**src/design/rvid_pkg.sv**
```systemverilog
// ----------------------------------------------------------------------------
// rvid_pkg
// Opcodes, exact system words, instruction bit positions and immediate
// formats for the RV32I decoder.
// ----------------------------------------------------------------------------
package rvid_pkg;

  localparam int unsigned WORD_W   = 32;
  localparam int unsigned ONEHOT_W = 40;
  localparam int unsigned REG_W    = 5;

  typedef logic [WORD_W-1:0]   word_t;
  typedef logic [ONEHOT_W-1:0] onehot_t;
  typedef logic [REG_W-1:0]    reg_idx_t;

  localparam logic [6:0] OP_LUI    = 7'b0110111;
  localparam logic [6:0] OP_AUIPC  = 7'b0010111;
  localparam logic [6:0] OP_JAL    = 7'b1101111;
  localparam logic [6:0] OP_JALR   = 7'b1100111;
  localparam logic [6:0] OP_BRANCH = 7'b1100011;
  localparam logic [6:0] OP_LOAD   = 7'b0000011;
  localparam logic [6:0] OP_STORE  = 7'b0100011;
  localparam logic [6:0] OP_IMM    = 7'b0010011;
  localparam logic [6:0] OP_REG    = 7'b0110011;
  localparam logic [6:0] OP_FENCE  = 7'b0001111;

  localparam logic [6:0] F7_ZERO = 7'b0000000;
  localparam logic [6:0] F7_ALT  = 7'b0100000;

  localparam word_t WORD_ECALL  = 32'b00000000000000000000000001110011;
  localparam word_t WORD_EBREAK = 32'b00000000000100000000000001110011;

  // Bit position of each instruction in the one-hot vector.
  typedef enum logic [5:0] {
    I_LUI   = 6'd0,  I_AUIPC = 6'd1,  I_JAL   = 6'd2,  I_JALR  = 6'd3,
    I_BEQ   = 6'd4,  I_BNE   = 6'd5,  I_BLT   = 6'd6,  I_BGE   = 6'd7,
    I_BLTU  = 6'd8,  I_BGEU  = 6'd9,  I_LB    = 6'd10, I_LH    = 6'd11,
    I_LW    = 6'd12, I_LBU   = 6'd13, I_LHU   = 6'd14, I_SB    = 6'd15,
    I_SH    = 6'd16, I_SW    = 6'd17, I_ADDI  = 6'd18, I_SLTI  = 6'd19,
    I_SLTIU = 6'd20, I_XORI  = 6'd21, I_ORI   = 6'd22, I_ANDI  = 6'd23,
    I_SLLI  = 6'd24, I_SRLI  = 6'd25, I_SRAI  = 6'd26, I_ADD   = 6'd27,
    I_SUB   = 6'd28, I_SLL   = 6'd29, I_SLT   = 6'd30, I_SLTU  = 6'd31,
    I_XOR   = 6'd32, I_SRL   = 6'd33, I_SRA   = 6'd34, I_OR    = 6'd35,
    I_AND   = 6'd36, I_FENCE = 6'd37, I_ECALL = 6'd38, I_EBREAK = 6'd39
  } instr_idx_t;

  typedef enum logic [2:0] {
    FMT_NONE, FMT_I, FMT_S, FMT_B, FMT_U, FMT_J
  } imm_fmt_t;

endpackage

```
**src/design/rvid_if.sv**
```systemverilog
// ----------------------------------------------------------------------------
// rvid_in_if / rvid_out_if
// Valid/ready channels for instruction words and decoded results.
// ----------------------------------------------------------------------------
interface rvid_in_if;
  logic                 valid;
  logic                 ready;
  rvid_pkg::word_t      instruction_word;

  modport source (output valid, output instruction_word, input ready);
  modport sink   (input valid, input instruction_word, output ready);
endinterface

interface rvid_out_if;
  logic                 valid;
  logic                 ready;
  rvid_pkg::onehot_t    instruction_onehot;
  rvid_pkg::reg_idx_t   source_reg_one;
  rvid_pkg::reg_idx_t   source_reg_two;
  rvid_pkg::reg_idx_t   dest_reg;
  rvid_pkg::reg_idx_t   shift_amount;
  logic signed [31:0]   immediate;

  modport source (output valid, output instruction_onehot, output source_reg_one,
                  output source_reg_two, output dest_reg, output shift_amount,
                  output immediate, input ready);
  modport sink   (input valid, input instruction_onehot, input source_reg_one,
                  input source_reg_two, input dest_reg, input shift_amount,
                  input immediate, output ready);
endinterface

```
**src/design/rvid_decode.sv**
```systemverilog
// ----------------------------------------------------------------------------
// rvid_decode
// Opcode/funct decode into the one-hot instruction vector and the
// immediate format of the matched instruction.
// ----------------------------------------------------------------------------
module rvid_decode (
  input  rvid_pkg::word_t   word,
  output rvid_pkg::onehot_t onehot,
  output rvid_pkg::imm_fmt_t fmt
);
  import rvid_pkg::*;

  logic [6:0] op;
  logic [2:0] f3;
  logic [6:0] f7;
  logic       hit;
  instr_idx_t idx;
  imm_fmt_t   fmt_raw;

  assign op = word[6:0];
  assign f3 = word[14:12];
  assign f7 = word[31:25];

  always_comb begin
    hit     = 1'b0;
    idx     = I_LUI;
    fmt_raw = FMT_NONE;
    unique case (op)
      OP_LUI: begin
        hit = 1'b1; idx = I_LUI; fmt_raw = FMT_U;
      end
      OP_AUIPC: begin
        hit = 1'b1; idx = I_AUIPC; fmt_raw = FMT_U;
      end
      OP_JAL: begin
        hit = 1'b1; idx = I_JAL; fmt_raw = FMT_J;
      end
      OP_JALR: begin
        hit = (f3 == 3'd0); idx = I_JALR; fmt_raw = FMT_I;
      end
      OP_BRANCH: begin
        fmt_raw = FMT_B;
        hit     = 1'b1;
        unique case (f3)
          3'd0: idx = I_BEQ;
          3'd1: idx = I_BNE;
          3'd4: idx = I_BLT;
          3'd5: idx = I_BGE;
          3'd6: idx = I_BLTU;
          3'd7: idx = I_BGEU;
          default: hit = 1'b0;
        endcase
      end
      OP_LOAD: begin
        fmt_raw = FMT_I;
        hit     = 1'b1;
        unique case (f3)
          3'd0: idx = I_LB;
          3'd1: idx = I_LH;
          3'd2: idx = I_LW;
          3'd4: idx = I_LBU;
          3'd5: idx = I_LHU;
          default: hit = 1'b0;
        endcase
      end
      OP_STORE: begin
        fmt_raw = FMT_S;
        hit     = 1'b1;
        unique case (f3)
          3'd0: idx = I_SB;
          3'd1: idx = I_SH;
          3'd2: idx = I_SW;
          default: hit = 1'b0;
        endcase
      end
      OP_IMM: begin
        fmt_raw = FMT_I;
        hit     = 1'b1;
        unique case (f3)
          3'd0: idx = I_ADDI;
          3'd1: begin
            idx = I_SLLI; hit = (f7 == F7_ZERO);
          end
          3'd2: idx = I_SLTI;
          3'd3: idx = I_SLTIU;
          3'd4: idx = I_XORI;
          3'd5: begin
            idx = (f7 == F7_ALT) ? I_SRAI : I_SRLI;
            hit = (f7 == F7_ZERO) || (f7 == F7_ALT);
          end
          3'd6: idx = I_ORI;
          3'd7: idx = I_ANDI;
          default: hit = 1'b0;
        endcase
      end
      OP_REG: begin
        if (f7 == F7_ZERO) begin
          hit = 1'b1;
          unique case (f3)
            3'd0: idx = I_ADD;
            3'd1: idx = I_SLL;
            3'd2: idx = I_SLT;
            3'd3: idx = I_SLTU;
            3'd4: idx = I_XOR;
            3'd5: idx = I_SRL;
            3'd6: idx = I_OR;
            3'd7: idx = I_AND;
            default: hit = 1'b0;
          endcase
        end else if (f7 == F7_ALT) begin
          hit = (f3 == 3'd0) || (f3 == 3'd5);
          idx = (f3 == 3'd5) ? I_SRA : I_SUB;
        end
      end
      OP_FENCE: begin
        hit = (f3 == 3'd0); idx = I_FENCE;
      end
      default: begin
        // system instructions match on the whole word only
        if (word == WORD_ECALL) begin
          hit = 1'b1; idx = I_ECALL;
        end else if (word == WORD_EBREAK) begin
          hit = 1'b1; idx = I_EBREAK;
        end
      end
    endcase
  end

  always_comb begin
    onehot = '0;
    if (hit) begin
      onehot[idx] = 1'b1;
    end
  end

  assign fmt = hit ? fmt_raw : FMT_NONE;

endmodule

```
**src/design/rvid_imm.sv**
```systemverilog
// ----------------------------------------------------------------------------
// rvid_imm
// Immediate assembly for the I, S, B, U and J formats.
// ----------------------------------------------------------------------------
module rvid_imm (
  input  rvid_pkg::word_t    word,
  input  rvid_pkg::imm_fmt_t fmt,
  output logic signed [31:0] imm
);
  import rvid_pkg::*;

  always_comb begin
    unique case (fmt)
      FMT_I:   imm = {{20{word[31]}}, word[31:20]};
      FMT_S:   imm = {{20{word[31]}}, word[31:25], word[11:7]};
      FMT_B:   imm = {{20{word[31]}}, word[7], word[30:25], word[11:8], 1'b0};
      FMT_U:   imm = {word[31:12], 12'b0};
      FMT_J:   imm = {{12{word[31]}}, word[19:12], word[20], word[30:21], 1'b0};
      default: imm = '0;
    endcase
  end

endmodule

```
**src/design/rv32i_instruction_decoder.sv**
```systemverilog
// ----------------------------------------------------------------------------
// rv32i_instruction_decoder
// Input register, then result register: a word captured at an input transfer is
// decoded into the result register once that register frees, then offered.
// Throughput: one word per cycle; the input stalls only while the result is
// held and the input register is full. Reset clears both valid flags only.
// ----------------------------------------------------------------------------
module rv32i_instruction_decoder (
  input  logic        clk,
  input  logic        rst_n,
  rvid_in_if.sink     in_chan,
  rvid_out_if.source  out_chan
);
  import rvid_pkg::*;

  logic               s1_valid_r, s1_valid_nxt;
  word_t              s1_word_r;
  logic               s2_valid_r, s2_valid_nxt;
  onehot_t            s2_onehot_r;
  logic signed [31:0] s2_imm_r;
  reg_idx_t           s2_rs1_r, s2_rs2_r, s2_rd_r, s2_shamt_r;

  logic               s2_load;
  logic               s1_load;
  onehot_t            dec_onehot;
  imm_fmt_t           dec_fmt;
  logic signed [31:0] dec_imm;

  rvid_decode u_decode (
    .word   (s1_word_r),
    .onehot (dec_onehot),
    .fmt    (dec_fmt)
  );

  rvid_imm u_imm (
    .word (s1_word_r),
    .fmt  (dec_fmt),
    .imm  (dec_imm)
  );

  // result register frees when empty or its contents transfer this cycle
  assign s2_load = !s2_valid_r || out_chan.ready;
  assign s1_load = !s1_valid_r || s2_load;

  assign in_chan.ready = s1_load;

  assign s1_valid_nxt = s1_load ? in_chan.valid : s1_valid_r;
  assign s2_valid_nxt = s2_load ? s1_valid_r : s2_valid_r;

  always_ff @(posedge clk) begin
    if (!rst_n) begin
      s1_valid_r <= 1'b0;
      s2_valid_r <= 1'b0;
    end else begin
      s1_valid_r <= s1_valid_nxt;
      s2_valid_r <= s2_valid_nxt;
    end
  end

  always_ff @(posedge clk) begin
    if (s1_load && in_chan.valid) begin
      s1_word_r <= in_chan.instruction_word;
    end
    if (s2_load && s1_valid_r) begin
      s2_onehot_r <= dec_onehot;
      s2_imm_r    <= dec_imm;
      s2_rs1_r    <= s1_word_r[19:15];
      s2_rs2_r    <= s1_word_r[24:20];
      s2_rd_r     <= s1_word_r[11:7];
      s2_shamt_r  <= s1_word_r[24:20];
    end
  end

  assign out_chan.valid              = s2_valid_r;
  assign out_chan.instruction_onehot = s2_onehot_r;
  assign out_chan.immediate          = s2_imm_r;
  assign out_chan.source_reg_one     = s2_rs1_r;
  assign out_chan.source_reg_two     = s2_rs2_r;
  assign out_chan.dest_reg           = s2_rd_r;
  assign out_chan.shift_amount       = s2_shamt_r;

  a_onehot_ok : assert property (@(posedge clk) disable iff (!rst_n)
    s2_valid_r |-> $onehot0(s2_onehot_r))
    else $error("decoded vector has more than one bit set");

  a_unknown_no_imm : assert property (@(posedge clk) disable iff (!rst_n)
    (s2_valid_r && (s2_onehot_r == '0)) |-> (s2_imm_r == '0))
    else $error("unrecognized word carries a nonzero immediate");

  a_utype_low_zero : assert property (@(posedge clk) disable iff (!rst_n)
    (s2_valid_r && (s2_onehot_r[I_LUI] || s2_onehot_r[I_AUIPC]))
      |-> (s2_imm_r[11:0] == 12'd0))
    else $error("U-type immediate has nonzero low bits");

  a_in_captured : assert property (@(posedge clk) disable iff (!rst_n)
    (in_chan.valid && in_chan.ready) |=> s1_valid_r)
    else $error("input transfer not held in the input register");

  a_stage_advance : assert property (@(posedge clk) disable iff (!rst_n)
    (s1_valid_r && !s2_valid_r) |=> s2_valid_r)
    else $error("input register did not advance into an empty result register");

endmodule

```
**src/flat_wrapper.sv**
```systemverilog
// flat-port wrapper written by rule: the top's interface ports become plain ports
module rv32i_instruction_decoder_flat import rvid_pkg::*;
  (clk, rst_n, in_chan_valid, in_chan_instruction_word, in_chan_ready, out_chan_valid, out_chan_instruction_onehot, out_chan_source_reg_one, out_chan_source_reg_two, out_chan_dest_reg, out_chan_shift_amount, out_chan_immediate, out_chan_ready);
  rvid_in_if in_chan_i ();
  rvid_out_if out_chan_i ();
  input  logic clk;
  input  logic rst_n;
  input wire logic [$bits(in_chan_i.valid)-1:0] in_chan_valid;
  input wire logic [$bits(in_chan_i.instruction_word)-1:0] in_chan_instruction_word;
  output wire logic [$bits(in_chan_i.ready)-1:0] in_chan_ready;
  output wire logic [$bits(out_chan_i.valid)-1:0] out_chan_valid;
  output wire logic [$bits(out_chan_i.instruction_onehot)-1:0] out_chan_instruction_onehot;
  output wire logic [$bits(out_chan_i.source_reg_one)-1:0] out_chan_source_reg_one;
  output wire logic [$bits(out_chan_i.source_reg_two)-1:0] out_chan_source_reg_two;
  output wire logic [$bits(out_chan_i.dest_reg)-1:0] out_chan_dest_reg;
  output wire logic [$bits(out_chan_i.shift_amount)-1:0] out_chan_shift_amount;
  output wire logic [$bits(out_chan_i.immediate)-1:0] out_chan_immediate;
  input wire logic [$bits(out_chan_i.ready)-1:0] out_chan_ready;
  assign in_chan_i.valid = in_chan_valid;
  assign in_chan_i.instruction_word = in_chan_instruction_word;
  assign in_chan_ready = in_chan_i.ready;
  assign out_chan_valid = out_chan_i.valid;
  assign out_chan_instruction_onehot = out_chan_i.instruction_onehot;
  assign out_chan_source_reg_one = out_chan_i.source_reg_one;
  assign out_chan_source_reg_two = out_chan_i.source_reg_two;
  assign out_chan_dest_reg = out_chan_i.dest_reg;
  assign out_chan_shift_amount = out_chan_i.shift_amount;
  assign out_chan_immediate = out_chan_i.immediate;
  assign out_chan_i.ready = out_chan_ready;
  rv32i_instruction_decoder u_core (.clk(clk), .rst_n(rst_n), .in_chan(in_chan_i), .out_chan(out_chan_i));
endmodule
```
**config.mk**
```make
export PLATFORM = sky130hd
export DESIGN_NAME = rv32i_instruction_decoder_flat
export DESIGN_NICKNAME = d
export VERILOG_FILES = /design/src/design/rvid_pkg.sv /design/src/design/rvid_if.sv /design/src/design/rvid_decode.sv /design/src/design/rvid_imm.sv /design/src/design/rv32i_instruction_decoder.sv /design/src/flat_wrapper.sv
export SDC_FILE = /design/constraint.sdc
export NUM_CORES = 1
export LEC_CHECK = 0
export BUFFER_PORTS_ARGS = -buffer_cell sky130_fd_sc_hd__buf_2
export CAP_MARGIN = 20
export CORE_MARGIN = 5
export CORE_UTILIZATION = 50
export CTS_CLUSTER_SIZE = 20
export DETAILED_ROUTE_END_ITERATION = 16
export PLACE_DENSITY = 0.77
export SETUP_SLACK_MARGIN = 0.3
export SKIP_LAST_GASP = 1
export SYNTH_ARGS = -nofsm -noshare
export SYNTH_HDL_FRONTEND = slang
export SYNTH_SLANG_ARGS = --single-unit
```
**constraint.sdc**
```tcl
create_clock -name clk -period 6.5 [get_ports clk]
set_clock_uncertainty 0.2 [all_clocks]
set_input_delay 0.65 -clock clk [delete_from_list [all_inputs] [get_ports clk]]
set_output_delay 0.65 -clock clk [all_outputs]
set_load 0.05 [all_outputs]
```
* Word level (Yosys, flattened, before mapping)
Memory sizes are Yosys's and may differ from the RTL's. A register that Yosys moved wholly into a read port is not among the register bits. Cells that the tools add are included.
Storage, ports and cells: register bits after elaboration 121, bits in read-only memories 48, input bits 36, word-level logic and storage cells 80, memories 1
Cells by class: magnitude comparators 2, eq/ne operators 25, mux-type cells 26, reduce and logical (&&, ||, !) cells 18
Memory list:
- (no name shown) | words 8, width 6, rd ports 1, clocked after Yosys merged registers in 1, wr ports 0, RTL line rvid_decode.sv:99 | unique case (f3)
Operator list (number):
- $pmux 32 s5 | 1
- $pmux 6 s10 | 1
- $pmux 6 s8 | 1
- $eq 32x21->1 const B | 1
- $eq 32x7->1 const B | 1
- $mux 6 | 5
- $eq 7x6->1 const B | 4
- $pmux 4 s6 | 1
- $eq 7x7->1 const B | 3
- $pmux 4 s5 | 1
- $eq 3x3->1 const B | 6
- $pmux 3 s5 | 1
- $pmux 5 s3 | 1
- $eq 7x5->1 const B | 2
- $eq 3x2->1 const B | 4
- $reduce_or 3->1 | 3
- $mux 1 | 8
- $eq 7x2->1 const B | 1
- $eq 7x4->1 const B | 1
- $logic_not 7->1 | 1
- $lt 6x7->1 const B | 1
- $pmux 1 s7 | 1
- $demux 1 s6 | 1
- $eq 3x1->1 const B | 2
- 11 further kinds | 19

* Longest topological paths before layout
word-level depth 9, gate-level depth with buffers 11, depth with buffers taken out 8

* Modules after synthesis
From an unflattened synthesis, not the netlist that was laid out.
Second synthesis, totals: cells, all modules 417, area total of the unflattened synthesis 5631.7 µm²
Modules (own cells, without submodules):
- rv32i_instruction_decoder | times used 1, cells an instance 133, area an instance 3714.8 µm²
- rvid_decode | times used 1, cells an instance 218, area an instance 1526.5 µm²
- rvid_imm | times used 1, cells an instance 66, area an instance 390.4 µm²

* Least setup slack after synthesis
Ideal clock, no wire load.
kind input-to-reg, start point input out_chan_ready, end point register u_core.s2_rd_r[0], in the netlist u_core.out_chan.dest_reg[0], enable pin, setup time 544 ps, arrival 4586 ps, required time 5756 ps, setup slack 1170 ps, stages 2, buffers on the path 0, cell sequence nor2b_1 -> nor2b_1
Between the ends: word-level cells in the longest chain between the ends 2
Ends and longest elaborated chain:
- start, declared | RTL line flat_wrapper.sv:18 | input wire logic [$bits(out_chan_i.ready)-1:0] out_chan_ready;
- $logic_or 1x1->1 | RTL line rv32i_instruction_decoder.sv:42 | assign s2_load = !s2_valid_r || out_chan.ready;
- $logic_and 1x1->1 | RTL line rv32i_instruction_decoder.sv:64 | if (s2_load && s1_valid_r) begin
- end signal, assigned | RTL line rv32i_instruction_decoder.sv:69 | s2_rd_r <= s1_word_r[11:7];
- end, declared | RTL line rv32i_instruction_decoder.sv:21 | reg_idx_t s2_rs1_r, s2_rs2_r, s2_rd_r, s2_shamt_r;
No other way between the ends. A chain may end at the register's enable or synchronous reset.

* Worst setup path in the final report
start point register u_core.s1_word_r[12], end point register u_core.s2_onehot_r[32], in the netlist u_core.out_chan.instruction_onehot[32], data pin
Between the ends: word-level cells in the longest chain between the ends 9, elaborated cells between the ends (all ways) 38, those cells by class 2 x order compare; 9 x eq/ne; 21 x mux; 6 x reduce/logical
Ends and longest elaborated chain:
- start, declared | RTL line rv32i_instruction_decoder.sv:17 | word_t s1_word_r;
- start signal, assigned | RTL line rv32i_instruction_decoder.sv:62 | s1_word_r <= in_chan.instruction_word;
- parallel branches: the longest is 9 deep, another holds $lt 6x7->1
- end signal, assigned | RTL line rv32i_instruction_decoder.sv:65 | s2_onehot_r <= dec_onehot;
- end, declared | RTL line rv32i_instruction_decoder.sv:19 | onehot_t s2_onehot_r;
Several ways; the timed one is not identified. The select of a mux whose other input is x is not followed.

==> impl_metrics.tcl <==
set metrics [dict create \
    pin_count 130 \
    ctsHtreeMaxLevel 4 \
    drt_iter0_markers 501 \
    top_usage_layer "met2" \
    max_slew_margin_pct 38.6 \
    crit_type "flip-flop to flip-flop" \
    synth_ff_type "edfxtp_1" \
    grt_max_degree 74 \
    fin_crit_sh_pct 49.7 \
    required_ns 6.48 \
    nNetsFinal 571 \
    drc 0 \
    drive_gt1_share_pct 35.2 \
    grtUsageMet2_pct 35.8 \
    grt_pass1_wl_mm 21.0 \
    yosys-top-cells-area "edfxtp_1 63%, a21o_1 2.8%, dfxtp_1 2.5%" \
    postLayoutCellArea_um2 6900 \
    peakVddDrop_mv 0.188 \
    path_cells "nor2b_1 > nand3_1 > o21ai_0 > a221oi_1 > nand3_1 > nor4_1" \
    crit_path_frequent_cell "nand3_1" \
    avgViaCountPerCell 5.90 \
    die_width_um 116 \
    insertion_delay_ns 0.41 \
    dieArea_um2 13500 \
    path_clk_slew_ns 0.06 \
    synthDominantCellAreaShare_pct 63.4 \
    crit_family "simple AND/OR/NAND/NOR gates" \
    syn_area_per_cell_um2 13.8 \
    async_flop_share_pct 0 \
    r2r_cells 6 \
    fin_util_pct 63.1 \
    synthCells 408 \
    grt-ovfl-total 0 \
    drt_first_pass_iters 6 \
    antenna_found_initial 0 \
    synth_edf_count 119 \
    crit_slowest_cell "a221oi_1" \
    ctsHoldBuffers 0 \
    row_count 38 \
    hold_viol 0 \
    critical_path_peak_fanout 16 \
    dpl-instance-area_um2 6300 \
    clockRootBuffer "clkbuf_16" \
    use_met1_pct 26.2 \
    p_total_uw 2140 \
    holdPathStages 1 \
    cts.sinks 126 \
    yosys_warnings 0 \
    start_util_pct 51.6 \
    syn_area_um2 5640 \
    fin_tns_setup_ns 0 \
    holdCritPathClass "input pin to flip-flop" \
    tightest_slew_ns 0.921 \
    power.density_nw_per_um2 310 \
    cp-start-kind "flip-flop" \
    slew_viol_final 0 \
    yosysTopAreaCell "edfxtp_1" \
    seq_area_frac_synth_pct 65.8 \
    status "completed" \
    ys_ff_latch 126 \
    fmaxAchievable_ghz 0.310 \
    ant_nets 0 \
    largest_reg_flops 40 \
    cpPeakStageDelay_ns 0.71 \
    worstSetupEndpointType "flip-flop" \
    rsz0062_at_grt "false" \
    fillers 843 \
    crit_cells 6 \
    ys_top_cells_by_count "119 x edfxtp_1, 23 x nor3_1, 21 x a21o_1" \
    cts_setup_buffers 0 \
    synth_cell_type_count 67 \
    max-cap-violations 0 \
    path_buf_inv 0 \
    finalSetupViolCount 0 \
    post_cts_resized 0 \
    grt.met3_usage_pct 4.04 \
    cts_buffer_depth 2 \
    grt_pass1_vias 3883 \
    syn_to_final_growth_pct 22.2 \
    leakage_uw 0.00268 \
    worstPathArrival_ns 3.21 \
    synth.most_common_cell "edfxtp_1" \
    dp_hpwl_mm 9.64 \
    die_h_um 116 \
    cts_tree "done" \
    gp_congestion 1.03 \
    synthesis.nets 449 \
    grt_util_all_layers_pct 20.7 \
    avgRoutedWirePerCell_um 20.2 \
    numCtsBuffers 17 \
    drt-total-wl_mm 13.8 \
    core_um2 10900 \
    port_buffers 129 \
    period_minus_slack_ns 3.23 \
    dr_total_vias 4031 \
    diodes 0 \
]
## routing by layer
layer  part of all wire, %  vias to the layer above
met5                     0                        -
met4                   1.5                        0
met3                   8.1                       20
met2                    52                      227
met1                    39                     1956
li1                      -                     1828
## final timing paths
kind / startpoint / end / slack (ns)
min: in_chan_instruction_word[26] / u_core.s1_word_r[26]$_DFFE_PP_ / 0.21
max reg2reg: u_core.s1_word_r[12]$_DFFE_PP_ / u_core.out_chan.instruction_onehot[32]$_SDFFCE_PP0P_ / 3.27
max: u_core.s1_word_r[12]$_DFFE_PP_ / u_core.out_chan.instruction_onehot[32]$_SDFFCE_PP0P_ / 3.27
min reg2reg: u_core.s1_word_r[15]$_DFFE_PP_ / u_core.out_chan.source_reg_one[0]$_DFFE_PP_ / 0.29
## area by class of cell
| type | count | area, µm² | area share [%] |
|---|---|---|---|
| tap | 140 | 175 | 2.54 |
| inverter | 9 | 33.8 | 0.490 |
| clock inverter | 14 | 165 | 2.40 |
| clock buffer | 18 | 429 | 6.22 |
| sequential | 126 | 3710 | 53.9 |
| timing repair buffer | 132 | 668 | 9.69 |
| multi-input combinational | 244 | 1710 | 24.8 |
## worst register-to-register path: cells and delay by family (launching register included)
family          cells  cell delay [ns]
compound gates      2             0.86
flops               1             0.61
simple gates        4             1.34
## power breakdown
group,internal [µW],switching (µW)
Combinational,50.0,173
Clock,601,344
Sequential,935,30.7
## metrics by stage
step	setup slack, ns	instances	hold WS, ns
final	3.27	683	0.214
after CTS	3.28	683	0.202
after global routing	3.15	683	0.194
after detailed placement	3.39	651	0.278
after floorplan	1.17	408	0.251
after global placement	3.45	651	0.268
## cells in the final DEF (no fill, tap or decap), types with 3 or more instances in the layout
| cell type | Yosys | final |
|---|---|---|
| a211o_1 | 3 | 3 |
| a21o_1 | 21 | 21 |
| a21oi_1 | 7 | 7 |
| a22oi_1 | 4 | 4 |
| and2_1 | 6 | 6 |
| and3_1 | 9 | 9 |
| and3b_1 | 3 | 3 |
| buf_2 | 11 | 129 |
| buf_4 | 10 | 3 |
| bufinv_16 | 0 | 3 |
| clkbuf_16 | 0 | 17 |
| clkinvlp_4 | 0 | 3 |
| dfxtp_1 | 7 | 7 |
| edfxtp_1 | 119 | 119 |
| ha_1 | 5 | 5 |
| inv_1 | 9 | 9 |
| mux2i_1 | 3 | 3 |
| nand2_1 | 19 | 19 |
| nand2b_1 | 8 | 8 |
| nand3_1 | 5 | 5 |
| nand4_1 | 5 | 5 |
| nor2_1 | 20 | 20 |
| nor2b_1 | 10 | 9 |
| nor3_1 | 23 | 23 |
| nor4_1 | 13 | 13 |
| nor4_2 | 10 | 10 |
| o21a_1 | 3 | 3 |
| o21ai_0 | 13 | 13 |
| o22ai_1 | 4 | 4 |
## cell families (layout without fill, tap and decap cells)
logic type | after synthesis | after routing | synth area share, %
AO/OA/AOI/OAI | 82 | 82 | 10.9
XOR/XNOR | 1 | 1 | 0.155
adder cells (fa/ha/maj) | 5 | 5 | 1.11
buffers and inverters | 38 | 173 | 3.97
flip-flops | 126 | 126 | 65.8
multiplexers | 5 | 5 | 0.932
AND/OR/NAND/NOR | 151 | 151 | 17.1
Power figures use the tool's default switching activity.
